--- config.mk ---
export PLATFORM = sky130hd
export DESIGN_NAME = i2c_master_register_access_flat
export DESIGN_NICKNAME = d
export VERILOG_FILES = /design/src/rtl/i2cmra_pkg.sv /design/src/rtl/i2cmra_if.sv /design/src/rtl/i2c_master_register_access.sv /design/src/rtl/i2cmra_core.sv /design/src/rtl/i2cmra_out_buf.sv /design/src/flat_wrapper.sv
export SDC_FILE = /design/constraint.sdc
export NUM_CORES = 1
export LEC_CHECK = 0
export ABC_AREA = 1
export BUFFER_PORTS_ARGS = -buffer_cell sky130_fd_sc_hd__buf_2
export CORE_ASPECT_RATIO = 0.6
export CORE_MARGIN = 2
export CORE_UTILIZATION = 45
export DETAILED_ROUTE_END_ITERATION = 10
export GPL_TIMING_DRIVEN = 0
export PLACE_DENSITY = 0.7
export SYNTH_ARGS = -nofsm -noshare
export SYNTH_HDL_FRONTEND = slang
export SYNTH_SLANG_ARGS = --single-unit
--- constraint.sdc ---
create_clock -name clk_i -period 3 [get_ports clk_i]
set_clock_uncertainty 0.05 [all_clocks]
set_input_delay 0.3 -clock clk_i [delete_from_list [all_inputs] [get_ports clk_i]]
set_output_delay 0.3 -clock clk_i [all_outputs]
set_load 0.01 [all_outputs]
--- src/rtl/i2cmra_pkg.sv ---
// Package with the shared types and constants of the I2C register-access master.
`timescale 1ns / 1ps

package i2cmra_pkg;

  localparam int unsigned ByteWidth = 8;
  localparam int unsigned AddrWidth = 7;
  localparam int unsigned CfgDataWidth = 7;
  localparam logic [3:0] BitsPerByte = 4'd8;

  typedef enum logic [1:0] {
    OP_TICK  = 2'd0,
    OP_READ  = 2'd1,
    OP_WRITE = 2'd2
  } op_e;

  typedef enum logic {
    CFG_DEVICE_ADDRESS = 1'b0,
    CFG_CLOCK_STRETCH  = 1'b1
  } cfg_index_e;

  typedef enum logic [1:0] {
    SLOT_ADDR_WR = 2'd0,
    SLOT_REG     = 2'd1,
    SLOT_THIRD   = 2'd2
  } slot_e;

  typedef enum logic [4:0] {
    PH_IDLE      = 5'd0,
    PH_S_SDA_REL = 5'd1,
    PH_S_SCL_REL = 5'd2,
    PH_S_SDA_LOW = 5'd3,
    PH_S_SCL_LOW = 5'd4,
    PH_TX_SET    = 5'd5,
    PH_TX_HIGH   = 5'd6,
    PH_TX_LOW    = 5'd7,
    PH_ACK_REL   = 5'd8,
    PH_ACK_HIGH  = 5'd9,
    PH_ACK_LOW   = 5'd10,
    PH_RX_REL    = 5'd11,
    PH_RX_HIGH   = 5'd12,
    PH_RX_LOW    = 5'd13,
    PH_NACK_SET  = 5'd14,
    PH_NACK_HIGH = 5'd15,
    PH_NACK_LOW  = 5'd16,
    PH_P_SCL_LOW = 5'd17,
    PH_P_SDA_LOW = 5'd18,
    PH_P_SCL_HI  = 5'd19,
    PH_P_SDA_HI  = 5'd20
  } phase_e;

  typedef struct packed {
    logic [1:0]           op;
    logic [ByteWidth-1:0] reg_addr;
    logic [ByteWidth-1:0] write_data;
    logic                 sda_in;
    logic                 scl_in;
  } req_t;

  typedef struct packed {
    logic                 scl_low;
    logic                 sda_low;
    logic                 busy_res;
    logic                 done_res;
    logic [ByteWidth-1:0] read_data;
    logic                 ack_ok;
  } res_t;

endpackage

--- src/rtl/i2cmra_if.sv ---
// Request and result channel interfaces of the I2C register-access master.
`timescale 1ns / 1ps

interface i2cmra_req_if;
  import i2cmra_pkg::*;
  logic                 valid;
  logic                 ready;
  logic [1:0]           op;
  logic [ByteWidth-1:0] reg_addr;
  logic [ByteWidth-1:0] write_data;
  logic                 sda_in;
  logic                 scl_in;

  modport source (output valid, op, reg_addr, write_data, sda_in, scl_in, input ready);
  modport sink (input valid, op, reg_addr, write_data, sda_in, scl_in, output ready);
endinterface

interface i2cmra_res_if;
  import i2cmra_pkg::*;
  logic                 valid;
  logic                 ready;
  logic                 scl_low;
  logic                 sda_low;
  logic                 busy_res;
  logic                 done_res;
  logic [ByteWidth-1:0] read_data;
  logic                 ack_ok;

  modport source (output valid, scl_low, sda_low, busy_res, done_res, read_data, ack_ok,
                  input ready);
  modport sink (input valid, scl_low, sda_low, busy_res, done_res, read_data, ack_ok,
                output ready);
endinterface

--- src/rtl/i2c_master_register_access.sv ---
// Top level of the open-drain I2C master for single register reads and writes.
//
//   channel  direction  payload
//   req_i    in         op, reg_addr, write_data, sda_in, scl_in
//   res_o    out        scl_low, sda_low, busy_res, done_res, read_data, ack_ok
//   cfg      in         cfg_we_i, cfg_index_i, cfg_data_i (write only)
//
// Every request advances the bus by one pin step in the cycle it is accepted;
// its result is registered in the result buffer before it shows on res_o.
// The step logic over the state registers takes one request per cycle while
// the result buffer has room. A two-entry result buffer keeps requests flowing
// while res_o is stalled; ready drops only once both entries hold results.
// Reset clears the state to idle with both lines released, and needs no sweep.
`timescale 1ns / 1ps

module i2c_master_register_access
  import i2cmra_pkg::*;
(
  input  logic                    clk_i,
  input  logic                    rst_ni,
  i2cmra_req_if.sink              req_i,
  i2cmra_res_if.source            res_o,
  input  logic                    cfg_we_i,
  input  logic                    cfg_index_i,
  input  logic [CfgDataWidth-1:0] cfg_data_i
);

  logic [AddrWidth-1:0] device_address_q;
  logic                 stretch_en_q;
  logic                 step;
  logic                 buf_ready;
  req_t                 req;
  res_t                 step_res;
  res_t                 out_res;

  always_ff @(posedge clk_i or negedge rst_ni) begin
    if (!rst_ni) begin
      device_address_q <= '0;
      stretch_en_q     <= 1'b0;
    end else if (cfg_we_i) begin
      case (cfg_index_e'(cfg_index_i))
        CFG_DEVICE_ADDRESS: device_address_q <= cfg_data_i[AddrWidth-1:0];
        CFG_CLOCK_STRETCH:  stretch_en_q     <= cfg_data_i[0];
        default: begin
        end
      endcase
    end
  end

  assign req_i.ready = buf_ready;
  assign step        = req_i.valid && buf_ready;

  always_comb begin
    req.op         = req_i.op;
    req.reg_addr   = req_i.reg_addr;
    req.write_data = req_i.write_data;
    req.sda_in     = req_i.sda_in;
    req.scl_in     = req_i.scl_in;
  end

  i2cmra_core u_core (
    .clk_i            (clk_i),
    .rst_ni           (rst_ni),
    .step_i           (step),
    .req_i            (req),
    .device_address_i (device_address_q),
    .stretch_en_i     (stretch_en_q),
    .res_o            (step_res)
  );

  i2cmra_out_buf u_out_buf (
    .clk_i        (clk_i),
    .rst_ni       (rst_ni),
    .push_i       (step),
    .push_data_i  (step_res),
    .push_ready_o (buf_ready),
    .out_valid_o  (res_o.valid),
    .out_ready_i  (res_o.ready),
    .out_data_o   (out_res)
  );

  assign res_o.scl_low   = out_res.scl_low;
  assign res_o.sda_low   = out_res.sda_low;
  assign res_o.busy_res  = out_res.busy_res;
  assign res_o.done_res  = out_res.done_res;
  assign res_o.read_data = out_res.read_data;
  assign res_o.ack_ok    = out_res.ack_ok;

  // The stop step always ends the transaction.
  assert property (@(posedge clk_i) disable iff (!rst_ni)
    res_o.valid && res_o.done_res |-> !res_o.busy_res)
    else $error("done reported while still busy");

  // Outside a transaction both lines are released.
  assert property (@(posedge clk_i) disable iff (!rst_ni)
    res_o.valid && !res_o.busy_res |-> !res_o.scl_low && !res_o.sda_low)
    else $error("line driven low while idle");

  // Requests are held off only when the result buffer is full.
  assert property (@(posedge clk_i) disable iff (!rst_ni)
    !req_i.ready |-> res_o.valid)
    else $error("request stalled with no pending result");

  // A request accepted into an empty buffer shows its result next cycle.
  assert property (@(posedge clk_i) disable iff (!rst_ni)
    req_i.valid && req_i.ready && !res_o.valid |=> res_o.valid)
    else $error("accepted request produced no result");

endmodule

--- src/rtl/i2cmra_core.sv ---
// Bus sequencer: transaction state registers and the one-step pin logic.
`timescale 1ns / 1ps

module i2cmra_core
  import i2cmra_pkg::*;
(
  input  logic                 clk_i,
  input  logic                 rst_ni,
  input  logic                 step_i,
  input  req_t                 req_i,
  input  logic [AddrWidth-1:0] device_address_i,
  input  logic                 stretch_en_i,
  output res_t                 res_o
);

  phase_e               phase_q, phase_d;
  logic [3:0]           bit_index_q, bit_index_d;
  logic [ByteWidth-1:0] shift_byte_q, shift_byte_d;
  logic [ByteWidth-1:0] received_q, received_d;
  logic                 ack_all_q, ack_all_d;
  logic                 is_read_q, is_read_d;
  logic [ByteWidth-1:0] held_reg_q, held_reg_d;
  logic [ByteWidth-1:0] held_data_q, held_data_d;
  logic                 clock_drive_q, clock_drive_d;
  logic                 data_drive_q, data_drive_d;
  slot_e                slot_q, slot_d;

  logic       stalled;
  logic [3:0] bit_index_inc;

  assign stalled       = stretch_en_i && !req_i.scl_in;
  assign bit_index_inc = bit_index_q + 4'd1;

  // Next state for one pin step.
  always_comb begin
    phase_d       = phase_q;
    bit_index_d   = bit_index_q;
    shift_byte_d  = shift_byte_q;
    received_d    = received_q;
    ack_all_d     = ack_all_q;
    is_read_d     = is_read_q;
    held_reg_d    = held_reg_q;
    held_data_d   = held_data_q;
    clock_drive_d = clock_drive_q;
    data_drive_d  = data_drive_q;
    slot_d        = slot_q;
    case (phase_q)
      PH_IDLE: begin
        // A request performs its first pin step, the SDA release, at once.
        if (req_i.op == OP_READ || req_i.op == OP_WRITE) begin
          is_read_d   = (req_i.op == OP_READ);
          held_reg_d  = req_i.reg_addr;
          held_data_d = req_i.write_data;
          if (req_i.op == OP_WRITE) begin
            ack_all_d = 1'b1;
          end
          slot_d       = SLOT_ADDR_WR;
          data_drive_d = 1'b0;
          phase_d      = PH_S_SCL_REL;
        end
      end
      PH_S_SDA_REL: begin
        data_drive_d = 1'b0;
        phase_d      = PH_S_SCL_REL;
      end
      PH_S_SCL_REL: begin
        clock_drive_d = 1'b0;
        phase_d       = PH_S_SDA_LOW;
      end
      PH_S_SDA_LOW: begin
        data_drive_d = 1'b1;
        phase_d      = PH_S_SCL_LOW;
      end
      PH_S_SCL_LOW: begin
        clock_drive_d = 1'b1;
        shift_byte_d  = {device_address_i, slot_q == SLOT_THIRD};
        bit_index_d   = 4'd0;
        phase_d       = PH_TX_SET;
      end
      PH_TX_SET: begin
        data_drive_d = !shift_byte_q[ByteWidth-1];
        phase_d      = PH_TX_HIGH;
      end
      PH_TX_HIGH: begin
        clock_drive_d = 1'b0;
        phase_d       = PH_TX_LOW;
      end
      PH_TX_LOW: begin
        if (!stalled) begin
          clock_drive_d = 1'b1;
          shift_byte_d  = {shift_byte_q[ByteWidth-2:0], 1'b0};
          bit_index_d   = bit_index_inc;
          phase_d       = (bit_index_inc >= BitsPerByte) ? PH_ACK_REL : PH_TX_SET;
        end
      end
      PH_ACK_REL: begin
        data_drive_d = 1'b0;
        phase_d      = PH_ACK_HIGH;
      end
      PH_ACK_HIGH: begin
        clock_drive_d = 1'b0;
        phase_d       = PH_ACK_LOW;
      end
      PH_ACK_LOW: begin
        if (!stalled) begin
          // During a write, a high SDA at the sample is a missing acknowledge.
          if (!is_read_q && req_i.sda_in) begin
            ack_all_d = 1'b0;
          end
          clock_drive_d = 1'b1;
          case (slot_q)
            SLOT_ADDR_WR: begin
              slot_d       = SLOT_REG;
              shift_byte_d = held_reg_q;
              bit_index_d  = 4'd0;
              phase_d      = PH_TX_SET;
            end
            SLOT_REG: begin
              slot_d = SLOT_THIRD;
              if (is_read_q) begin
                phase_d = PH_S_SDA_REL;
              end else begin
                shift_byte_d = held_data_q;
                bit_index_d  = 4'd0;
                phase_d      = PH_TX_SET;
              end
            end
            default: begin
              phase_d = is_read_q ? PH_RX_REL : PH_P_SCL_LOW;
            end
          endcase
        end
      end
      PH_RX_REL: begin
        data_drive_d = 1'b0;
        shift_byte_d = '0;
        bit_index_d  = 4'd0;
        phase_d      = PH_RX_HIGH;
      end
      PH_RX_HIGH: begin
        clock_drive_d = 1'b0;
        phase_d       = PH_RX_LOW;
      end
      PH_RX_LOW: begin
        if (!stalled) begin
          shift_byte_d  = {shift_byte_q[ByteWidth-2:0], req_i.sda_in};
          clock_drive_d = 1'b1;
          bit_index_d   = bit_index_inc;
          phase_d       = (bit_index_inc >= BitsPerByte) ? PH_NACK_SET : PH_RX_HIGH;
        end
      end
      PH_NACK_SET: begin
        received_d   = shift_byte_q;
        data_drive_d = 1'b0;
        phase_d      = PH_NACK_HIGH;
      end
      PH_NACK_HIGH: begin
        clock_drive_d = 1'b0;
        phase_d       = PH_NACK_LOW;
      end
      PH_NACK_LOW: begin
        if (!stalled) begin
          clock_drive_d = 1'b1;
          phase_d       = PH_P_SCL_LOW;
        end
      end
      PH_P_SCL_LOW: begin
        clock_drive_d = 1'b1;
        phase_d       = PH_P_SDA_LOW;
      end
      PH_P_SDA_LOW: begin
        data_drive_d = 1'b1;
        phase_d      = PH_P_SCL_HI;
      end
      PH_P_SCL_HI: begin
        clock_drive_d = 1'b0;
        phase_d       = PH_P_SDA_HI;
      end
      PH_P_SDA_HI: begin
        if (!stalled) begin
          data_drive_d = 1'b0;
          phase_d      = PH_IDLE;
        end
      end
      default: begin
        phase_d = PH_IDLE;
      end
    endcase
  end

  // Result of the step, taken from the state after it.
  always_comb begin
    res_o.scl_low   = clock_drive_d;
    res_o.sda_low   = data_drive_d;
    res_o.busy_res  = (phase_d != PH_IDLE);
    res_o.done_res  = (phase_q == PH_P_SDA_HI) && !stalled;
    res_o.read_data = received_d;
    res_o.ack_ok    = ack_all_d;
  end

  always_ff @(posedge clk_i or negedge rst_ni) begin
    if (!rst_ni) begin
      phase_q       <= PH_IDLE;
      bit_index_q   <= '0;
      shift_byte_q  <= '0;
      received_q    <= '0;
      ack_all_q     <= 1'b1;
      is_read_q     <= 1'b0;
      held_reg_q    <= '0;
      held_data_q   <= '0;
      clock_drive_q <= 1'b0;
      data_drive_q  <= 1'b0;
      slot_q        <= SLOT_ADDR_WR;
    end else if (step_i) begin
      phase_q       <= phase_d;
      bit_index_q   <= bit_index_d;
      shift_byte_q  <= shift_byte_d;
      received_q    <= received_d;
      ack_all_q     <= ack_all_d;
      is_read_q     <= is_read_d;
      held_reg_q    <= held_reg_d;
      held_data_q   <= held_data_d;
      clock_drive_q <= clock_drive_d;
      data_drive_q  <= data_drive_d;
      slot_q        <= slot_d;
    end
  end

endmodule

--- src/rtl/i2cmra_out_buf.sv ---
// Two-entry result buffer: an output register and a skid register behind it.
`timescale 1ns / 1ps

module i2cmra_out_buf
  import i2cmra_pkg::*;
(
  input  logic clk_i,
  input  logic rst_ni,
  input  logic push_i,
  input  res_t push_data_i,
  output logic push_ready_o,
  output logic out_valid_o,
  input  logic out_ready_i,
  output res_t out_data_o
);

  logic out_valid_q, out_valid_d;
  logic skid_valid_q, skid_valid_d;
  res_t out_data_q, out_data_d;
  res_t skid_data_q, skid_data_d;
  logic pop;

  assign pop          = out_valid_q && out_ready_i;
  assign push_ready_o = !skid_valid_q;
  assign out_valid_o  = out_valid_q;
  assign out_data_o   = out_data_q;

  always_comb begin
    out_valid_d  = out_valid_q;
    skid_valid_d = skid_valid_q;
    out_data_d   = out_data_q;
    skid_data_d  = skid_data_q;
    if (skid_valid_q) begin
      if (pop) begin
        out_data_d   = skid_data_q;
        skid_valid_d = 1'b0;
      end
    end else if (push_i) begin
      if (!out_valid_q || pop) begin
        out_data_d  = push_data_i;
        out_valid_d = 1'b1;
      end else begin
        skid_data_d  = push_data_i;
        skid_valid_d = 1'b1;
      end
    end else if (pop) begin
      out_valid_d = 1'b0;
    end
  end

  always_ff @(posedge clk_i or negedge rst_ni) begin
    if (!rst_ni) begin
      out_valid_q  <= 1'b0;
      skid_valid_q <= 1'b0;
    end else begin
      out_valid_q  <= out_valid_d;
      skid_valid_q <= skid_valid_d;
    end
  end

  always_ff @(posedge clk_i) begin
    out_data_q  <= out_data_d;
    skid_data_q <= skid_data_d;
  end

endmodule

--- src/flat_wrapper.sv ---
// flat-port wrapper written by rule: the top's interface ports become plain ports
module i2c_master_register_access_flat import i2cmra_pkg::*;
  (clk_i, rst_ni, cfg_we_i, cfg_index_i, cfg_data_i, req_i_valid, req_i_op, req_i_reg_addr, req_i_write_data, req_i_sda_in, req_i_scl_in, req_i_ready, res_o_valid, res_o_scl_low, res_o_sda_low, res_o_busy_res, res_o_done_res, res_o_read_data, res_o_ack_ok, res_o_ready);
  i2cmra_req_if req_i_i ();
  i2cmra_res_if res_o_i ();
  input  logic clk_i;
  input  logic rst_ni;
  input  logic cfg_we_i;
  input  logic cfg_index_i;
  input  logic [CfgDataWidth-1:0] cfg_data_i;
  input wire logic [$bits(req_i_i.valid)-1:0] req_i_valid;
  input wire logic [$bits(req_i_i.op)-1:0] req_i_op;
  input wire logic [$bits(req_i_i.reg_addr)-1:0] req_i_reg_addr;
  input wire logic [$bits(req_i_i.write_data)-1:0] req_i_write_data;
  input wire logic [$bits(req_i_i.sda_in)-1:0] req_i_sda_in;
  input wire logic [$bits(req_i_i.scl_in)-1:0] req_i_scl_in;
  output wire logic [$bits(req_i_i.ready)-1:0] req_i_ready;
  output wire logic [$bits(res_o_i.valid)-1:0] res_o_valid;
  output wire logic [$bits(res_o_i.scl_low)-1:0] res_o_scl_low;
  output wire logic [$bits(res_o_i.sda_low)-1:0] res_o_sda_low;
  output wire logic [$bits(res_o_i.busy_res)-1:0] res_o_busy_res;
  output wire logic [$bits(res_o_i.done_res)-1:0] res_o_done_res;
  output wire logic [$bits(res_o_i.read_data)-1:0] res_o_read_data;
  output wire logic [$bits(res_o_i.ack_ok)-1:0] res_o_ack_ok;
  input wire logic [$bits(res_o_i.ready)-1:0] res_o_ready;
  assign req_i_i.valid = req_i_valid;
  assign req_i_i.op = req_i_op;
  assign req_i_i.reg_addr = req_i_reg_addr;
  assign req_i_i.write_data = req_i_write_data;
  assign req_i_i.sda_in = req_i_sda_in;
  assign req_i_i.scl_in = req_i_scl_in;
  assign req_i_ready = req_i_i.ready;
  assign res_o_valid = res_o_i.valid;
  assign res_o_scl_low = res_o_i.scl_low;
  assign res_o_sda_low = res_o_i.sda_low;
  assign res_o_busy_res = res_o_i.busy_res;
  assign res_o_done_res = res_o_i.done_res;
  assign res_o_read_data = res_o_i.read_data;
  assign res_o_ack_ok = res_o_i.ack_ok;
  assign res_o_i.ready = res_o_ready;
  i2c_master_register_access u_core (.clk_i(clk_i), .rst_ni(rst_ni), .req_i(req_i_i), .res_o(res_o_i), .cfg_we_i(cfg_we_i), .cfg_index_i(cfg_index_i), .cfg_data_i(cfg_data_i));
endmodule
# Word-level counts from Yosys, hierarchy flattened

Index checks and enable logic that the tools add are counted.
W data, S select, Z words.

Flip-flop bits (word level): 83
Input bits: 33
Output and inout port bits: 15
Word-level logic and storage cells: 152

$add $sub $neg: 1
$lt $le $gt $ge: 1
Eq/ne operators: 33
Multiplexer cells: 49
Bitwise operators: 3
Reductions and logical operators: 38

Operator list:

| kind                 | number |
|---|---|
| $pmux W5 S21         | 1 |
| $mux W13             | 4 |
| $eq A5 B4 Y1 const B | 8 |
| $mux W8              | 5 |
| $pmux W8 S5          | 1 |
| $mux W5              | 7 |
| $eq A5 B5 Y1 const B | 5 |
| $eq A5 B3 Y1 const B | 4 |
| $mux W4              | 4 |
| $pmux W8 S2          | 1 |
| $mux W1              | 14 |
| $ne A2 B2 Y1 const B | 6 |
| $pmux W4 S3          | 1 |
| $reduce_and A3 Y1    | 4 |
| $eq A5 B2 Y1 const B | 2 |
| $pmux W5 S2          | 1 |
| $reduce_bool A5 Y1   | 2 |
| $pmux W2 S2          | 2 |
| $pmux W4 S2          | 1 |
| $reduce_bool A2 Y1   | 4 |
| $reduce_or A2 Y1     | 4 |
| $reduce_or A4 Y1     | 2 |
| $reduce_and A7 Y1    | 1 |
| $logic_not A1 Y1     | 6 |
| 23 further kinds     | 35 |

# Depth between registers and ports, before layout

Depth after elaboration: 9
Depth in mapped cells: 14
Gate-level depth less buffers: 13

# Hierarchy

From an unflattened synthesis, not the netlist that was laid out.

Cell total of the unflattened synthesis: 513
Area total of the unflattened synthesis: 4391.7 µm²

Modules (own cells, without submodules):

| module                     | times used | cells each | area each (µm²) | seq. area each (µm²) |
|---|---|---|---|---|
| i2cmra_core                | 1          | 390        | 2994.1          | 1177.4 |
| i2cmra_out_buf             | 1          | 85         | 1057.3          | 830.8 |
| i2c_master_register_access | 1          | 38         | 340.3           | 200.2 |

# Least setup slack after synthesis

Ideal clock, no wire load.

Path type: reg-to-reg
Start: register u_core.u_out_buf.skid_valid_q
End: register u_core.u_out_buf.out_data_q, in the netlist u_core.u_out_buf.out_data_o[0] (enable)
Setup time: 0.382 ns
Data arrival time: 1.547 ns
Data required time: 2.568 ns
Setup slack: 1.020 ns
Cell stages (with the launch flop): 6
Path buffers: 0
Period minus slack after synthesis: 1.980 ns
Path through: dfrtp_1 clkinv_1 nand2_1 inv_1 a21oi_1 nor2_1

Cells in the longest elaborated chain, start to end: 4
Elaborated cells between the ends (all ways): 6
Classes of those cells: eq/ne: 1; reduce/logical: 5

Ends and longest elaborated chain:

| element                             | RTL line                         | text |
|---|---|---|
| from (decl)                         | i2cmra_out_buf.sv:18             | `logic skid_valid_q, skid_valid_d;` |
| from (signal assigned)              | i2cmra_out_buf.sv:57             | `skid_valid_q <= skid_valid_d;` |
| $logic_not A1 Y1                    | i2cmra_out_buf.sv:24             | `assign push_ready_o = !skid_valid_q;` |
| via req_i_ready                     | flat_wrapper.sv:17               | `output wire logic [$bits(req_i_i.ready)-1:0] req_i_ready;` |
| $logic_and A1 B1 Y1                 | i2c_master_register_access.sv:51 | `assign step = req_i.valid && buf_ready;` |
| $reduce_bool A2 Y1 (no source line) | n/a                              |  |
| $reduce_and A3 Y1 (no source line)  | n/a                              |  |
| to (signal assigned)                | i2cmra_out_buf.sv:62             | `out_data_q <= out_data_d;` |
| to (decl)                           | i2cmra_out_buf.sv:19             | `res_t out_data_q, out_data_d;` |

The timed path passes the listed nets, and every way through them passes these cells.
A chain may end at the register's enable or synchronous reset.

# Worst setup path in the final report

Start: register u_core.u_out_buf.skid_valid_q
End: register u_core.u_out_buf.out_data_q, in the netlist u_core.u_out_buf.out_data_o[11] (enable)

Cells in the longest elaborated chain, start to end: 4
Elaborated cells between the ends (all ways): 6
Classes of those cells: eq/ne: 1; reduce/logical: 5

Ends and longest elaborated chain:

| element                                | RTL line |
|---|---|
| $logic_not A1 Y1                       | i2cmra_out_buf.sv:24 |
| $logic_and A1 B1 Y1                    | i2c_master_register_access.sv:51 |
| $reduce_bool A2 Y1 (no source line)    | n/a |
| $reduce_and A3 Y1 (no source line) (*) | n/a |

Every way passes the cells marked *; elsewhere a longest branch is shown, timed or not.

==> impl_metrics.json <==
{
  "crit_chain": "clkinv_1, nand2_1, inv_1, a21oi_1, nor2_1",
  "total_power_uw": 4990,
  "grt_antenna_before_repair": 0,
  "die_w_um": 130,
  "die_area_um2": 10300,
  "core_area_um2": 9190,
  "synth_top_area_cell": "dfrtp_1",
  "ant_nets": 0,
  "grt_overflow": 0,
  "hp-class": "input pin to asynchronous set/reset pin",
  "ios": 48,
  "fmax_mhz": 393,
  "power.density_nw_per_um2": 1010,
  "ir_drop_v": 0.000498,
  "h-tree-depth": 3,
  "pwr-share-comb": 0.389,
  "post_cts_buffers": 0,
  "endpoint_kind": "register",
  "cellLeakagePower_uw": 0.00235,
  "synth_top_family_by_area": "simple AND/OR/NAND/NOR gates",
  "route.detailed.drc": 0,
  "rsz0062_at_grt": "false",
  "hold_viol_final": 56,
  "wl_per_cell_um": 15.1,
  "avgSynthCellArea_um2": 9.25,
  "ys_warn_count": 0,
  "placed_area_um2": 4650,
  "cp.arrival_ps": 2440,
  "synth_area_leaders": "dfrtp_1 (33%), edfxtp_1 (18%), nand2_1 (12%)",
  "cts_tree": "done",
  "grt_use_met2": 0.293,
  "grt_max_degree": 58,
  "seq_area_frac_synth": 0.519,
  "p_clk_frac": 0.221,
  "die_h_um": 79.3,
  "syn-cell-area_um2": 4260,
  "p_sw_frac": 0.394,
  "yosys.area_share.simple": 0.252,
  "synth_top_area_frac": 0.329,
  "finalWeightedCongestion": 1.03,
  "p_switching_uw": 1970,
  "cts_root_buf": "clkbuf_16",
  "stdcell_count": 653,
  "seq_power_share": 0.391,
  "path_buf_inv": 2,
  "clk_pin_slew_ps": 60,
  "synth_edf_count": 26,
  "drtIter0Drc": 329,
  "ys_ff_latch": 83,
  "setup_violations": 0,
  "maxCapViolCount": 0,
  "finalMaxSlewViolations": 0,
  "grt_first_pass_wirelength_mm": 15.9,
  "finalCriticalPeriod_ps": 2540,
  "violations": "negative hold slack",
  "synth_xor_area_frac": 0.00206,
  "critPathMaxFanout": 13,
  "required_ps": 2900,
  "portBuffers": 47,
  "layout-drive-gt1-share": 0.231,
  "crit_type": "register to register",
  "grt_util_met3": 0.0492,
  "relSlewSlack": 0.204,
  "async_flop_share": 0.687,
  "outcome": "finished with violations",
  "clk_latency_ps": 340,
  "diodes": 0,
  "internal_power_uw": 3020,
  "ctsResizeCount": 0,
  "top_usage_layer": "met1",
  "first_global_vias": 3151,
  "synth-compound-area-share": 0.106,
  "first_pass_iters": 5,
  "row_count": 27,
  "placedCellCount": 637,
  "cts_buffers": 9,
  "grt_util_met1": 0.310,
  "tns_ps": 0,
  "initial_core_util": 0.463,
  "synthCells": 460,
  "synth_fa_ha_area_frac": 0.00882,
  "viasPerCell": 5.26,
  "cts_num_sinks": 83,
  "hpwl_mm": 7.47,
  "synth_cell_types": 44,
  "final_cell_area_um2": 4950,
  "synthMuxAreaShare": 0.0582,
  "nNetsFinal": 554,
  "synth_flop_cell": "dfrtp_1",
  "fin_crit_sh": 0.848,
  "area_growth_pct": 16.3,
  "wirelength_mm": 9.88,
  "path_delay_family": "simple AND/OR/NAND/NOR gates",
  "track_usage": 0.205,
  "holdWs_ps": -23.5,
  "syn_nets": 496,
  "start_kind": "register",
  "cts_hold_buf": 0,
  "max_slew.worst_pin.slew_ps": 1190,
  "cts.path.max_buffers": 2,
  "cpMaxStageDelayCell": "nor2_1",
  "crit_path_max_incr_delay_ps": 880,
  "vias": 3434
}
## Yosys cell counts, types with 2 or more instances
library cell / n
nand2_1: 132
dfrtp_1: 56
inv_1: 33
o21ai_0: 32
nor2_1: 30
edfxtp_1: 26
nand3_1: 18
mux2_2: 14
a21oi_1: 11
o21ai_1: 10
mux2_1: 8
or2_1: 8
nand4_1: 7
a31oi_1: 6
inv_2: 6
nor2_4: 6
clkbuf_1: 4
nand2_2: 4
nor2_2: 4
a21oi_2: 3
buf_6: 3
ha_1: 3
nand3_4: 3
nor3_1: 3
o211ai_1: 3
o21ai_2: 3
o22ai_1: 3
buf_2: 2
buf_4: 2
nand2_4: 2
nor2_8: 2
## power groups by stage
stage	logic (uW)	registers, uW	clock network (uW)
2_1_floorplan	1380	1950	0
3_3_place_gp	1910	1960	0
3_5_place_dp	1930	1970	0
4_1_cts	1940	1950	1120
5_1_grt	2170	2000	1170
6_report	1940	1950	1100
## worst paths after layout
path / startpoint / endpoint / slack [ps] / depth (start not counted)
worst max-delay path: u_core.u_out_buf.skid_valid_q / u_core.u_out_buf.out_data_o[11] / 460 / 5
worst min-delay path: rst_ni / u_core.u_core.received_q[5] / -20 / 1
worst max register to register: u_core.u_out_buf.skid_valid_q / u_core.u_out_buf.out_data_o[11] / 460 / 5
worst min register to register: u_core.u_core.received_q[4] / u_core.u_core.received_q[4] / 430 / 2
max in group asynchronous: rst_ni / u_core.u_core.phase_q[3] / 2450 / 1
min in group clk_i: req_i_reg_addr[3] / u_core.u_core.held_reg_q[3] / 120 / 2
## final cells by class
cell class                      instances  area, um^2
Inverter                               41         156
Timing Repair Buffer                   47         238
Multi-Input combinational cell        325        1820
Fill cell                             863        4240
Buffer                                 11        73.8
Clock inverter                          6        63.8
Sequential cell                        83        2210
Tap cell                              130         163
Clock buffer                           10         229
## layout by cell type (no fill, tap or decap), types with 2 or more instances in the layout
cell	count
a21oi_1	11
a21oi_2	3
a31oi_1	6
buf_2	48
buf_4	3
buf_6	3
clkbuf_1	5
clkbuf_16	9
clkinv_1	2
dfrtp_1	56
edfxtp_1	26
ha_1	3
inv_1	33
inv_2	6
inv_6	2
mux2_1	8
mux2_2	14
nand2_1	132
nand2_2	4
nand2_4	2
nand3_1	18
nand3_4	3
nand4_1	7
nor2_1	30
nor2_2	4
nor2_4	6
nor2_8	2
nor3_1	3
o211ai_1	3
o21ai_0	32
o21ai_1	10
o21ai_2	3
o22ai_1	3
or2_1	8
## metal layers
metal  vias to the layer above  share of wire  wire length, um
li1                       1660              -                -
met1                      1642           0.49             4820
met2                       120           0.44             4380
met3                        12          0.058              570
met4                         0          0.010              103
met5                         -              0                0
## state kept, by name, summed over array words and instances, names as in the netlist
register and flops:
u_core.u_core.received_q 8, u_core.u_core.phase_q 5, u_core.device_address_q 7, u_core.u_core.held_data_q 8
u_core.u_core.slot_q 2, u_core.u_out_buf.skid_data_q 13, u_core.u_out_buf.skid_valid_q 1, u_core.u_core.held_reg_q 8
u_core.stretch_en_q 1, u_core.u_core.is_read_q 1, u_core.u_core.ack_all_q 1, u_core.u_out_buf.out_valid_o 1
u_core.u_core.clock_drive_q 1, u_core.u_core.bit_index_q 4, u_core.u_core.shift_byte_q 8, u_core.u_core.data_drive_q 1
u_core.u_out_buf.out_data_o 13
## metrics by stage
step,setup slack (ps),utilization
2_1_floorplan,1020,-
3_3_place_gp,464,0.507
4_1_cts,427,0.538
3_5_place_dp,455,0.507
6_report,457,0.539
5_1_grt,272,0.539
## cell families (layout without fill, tap and decap cells)
group,count (synthesis),count (layout)
adder cells (fa/ha/maj),3,3
flip-flops,83,83
AO/OA/AOI/OAI,77,77
XOR/XNOR,1,1
buffers and inverters,52,115
multiplexers,22,22
AND/OR/NAND/NOR,222,222
(Power assumes the default switching activity.)
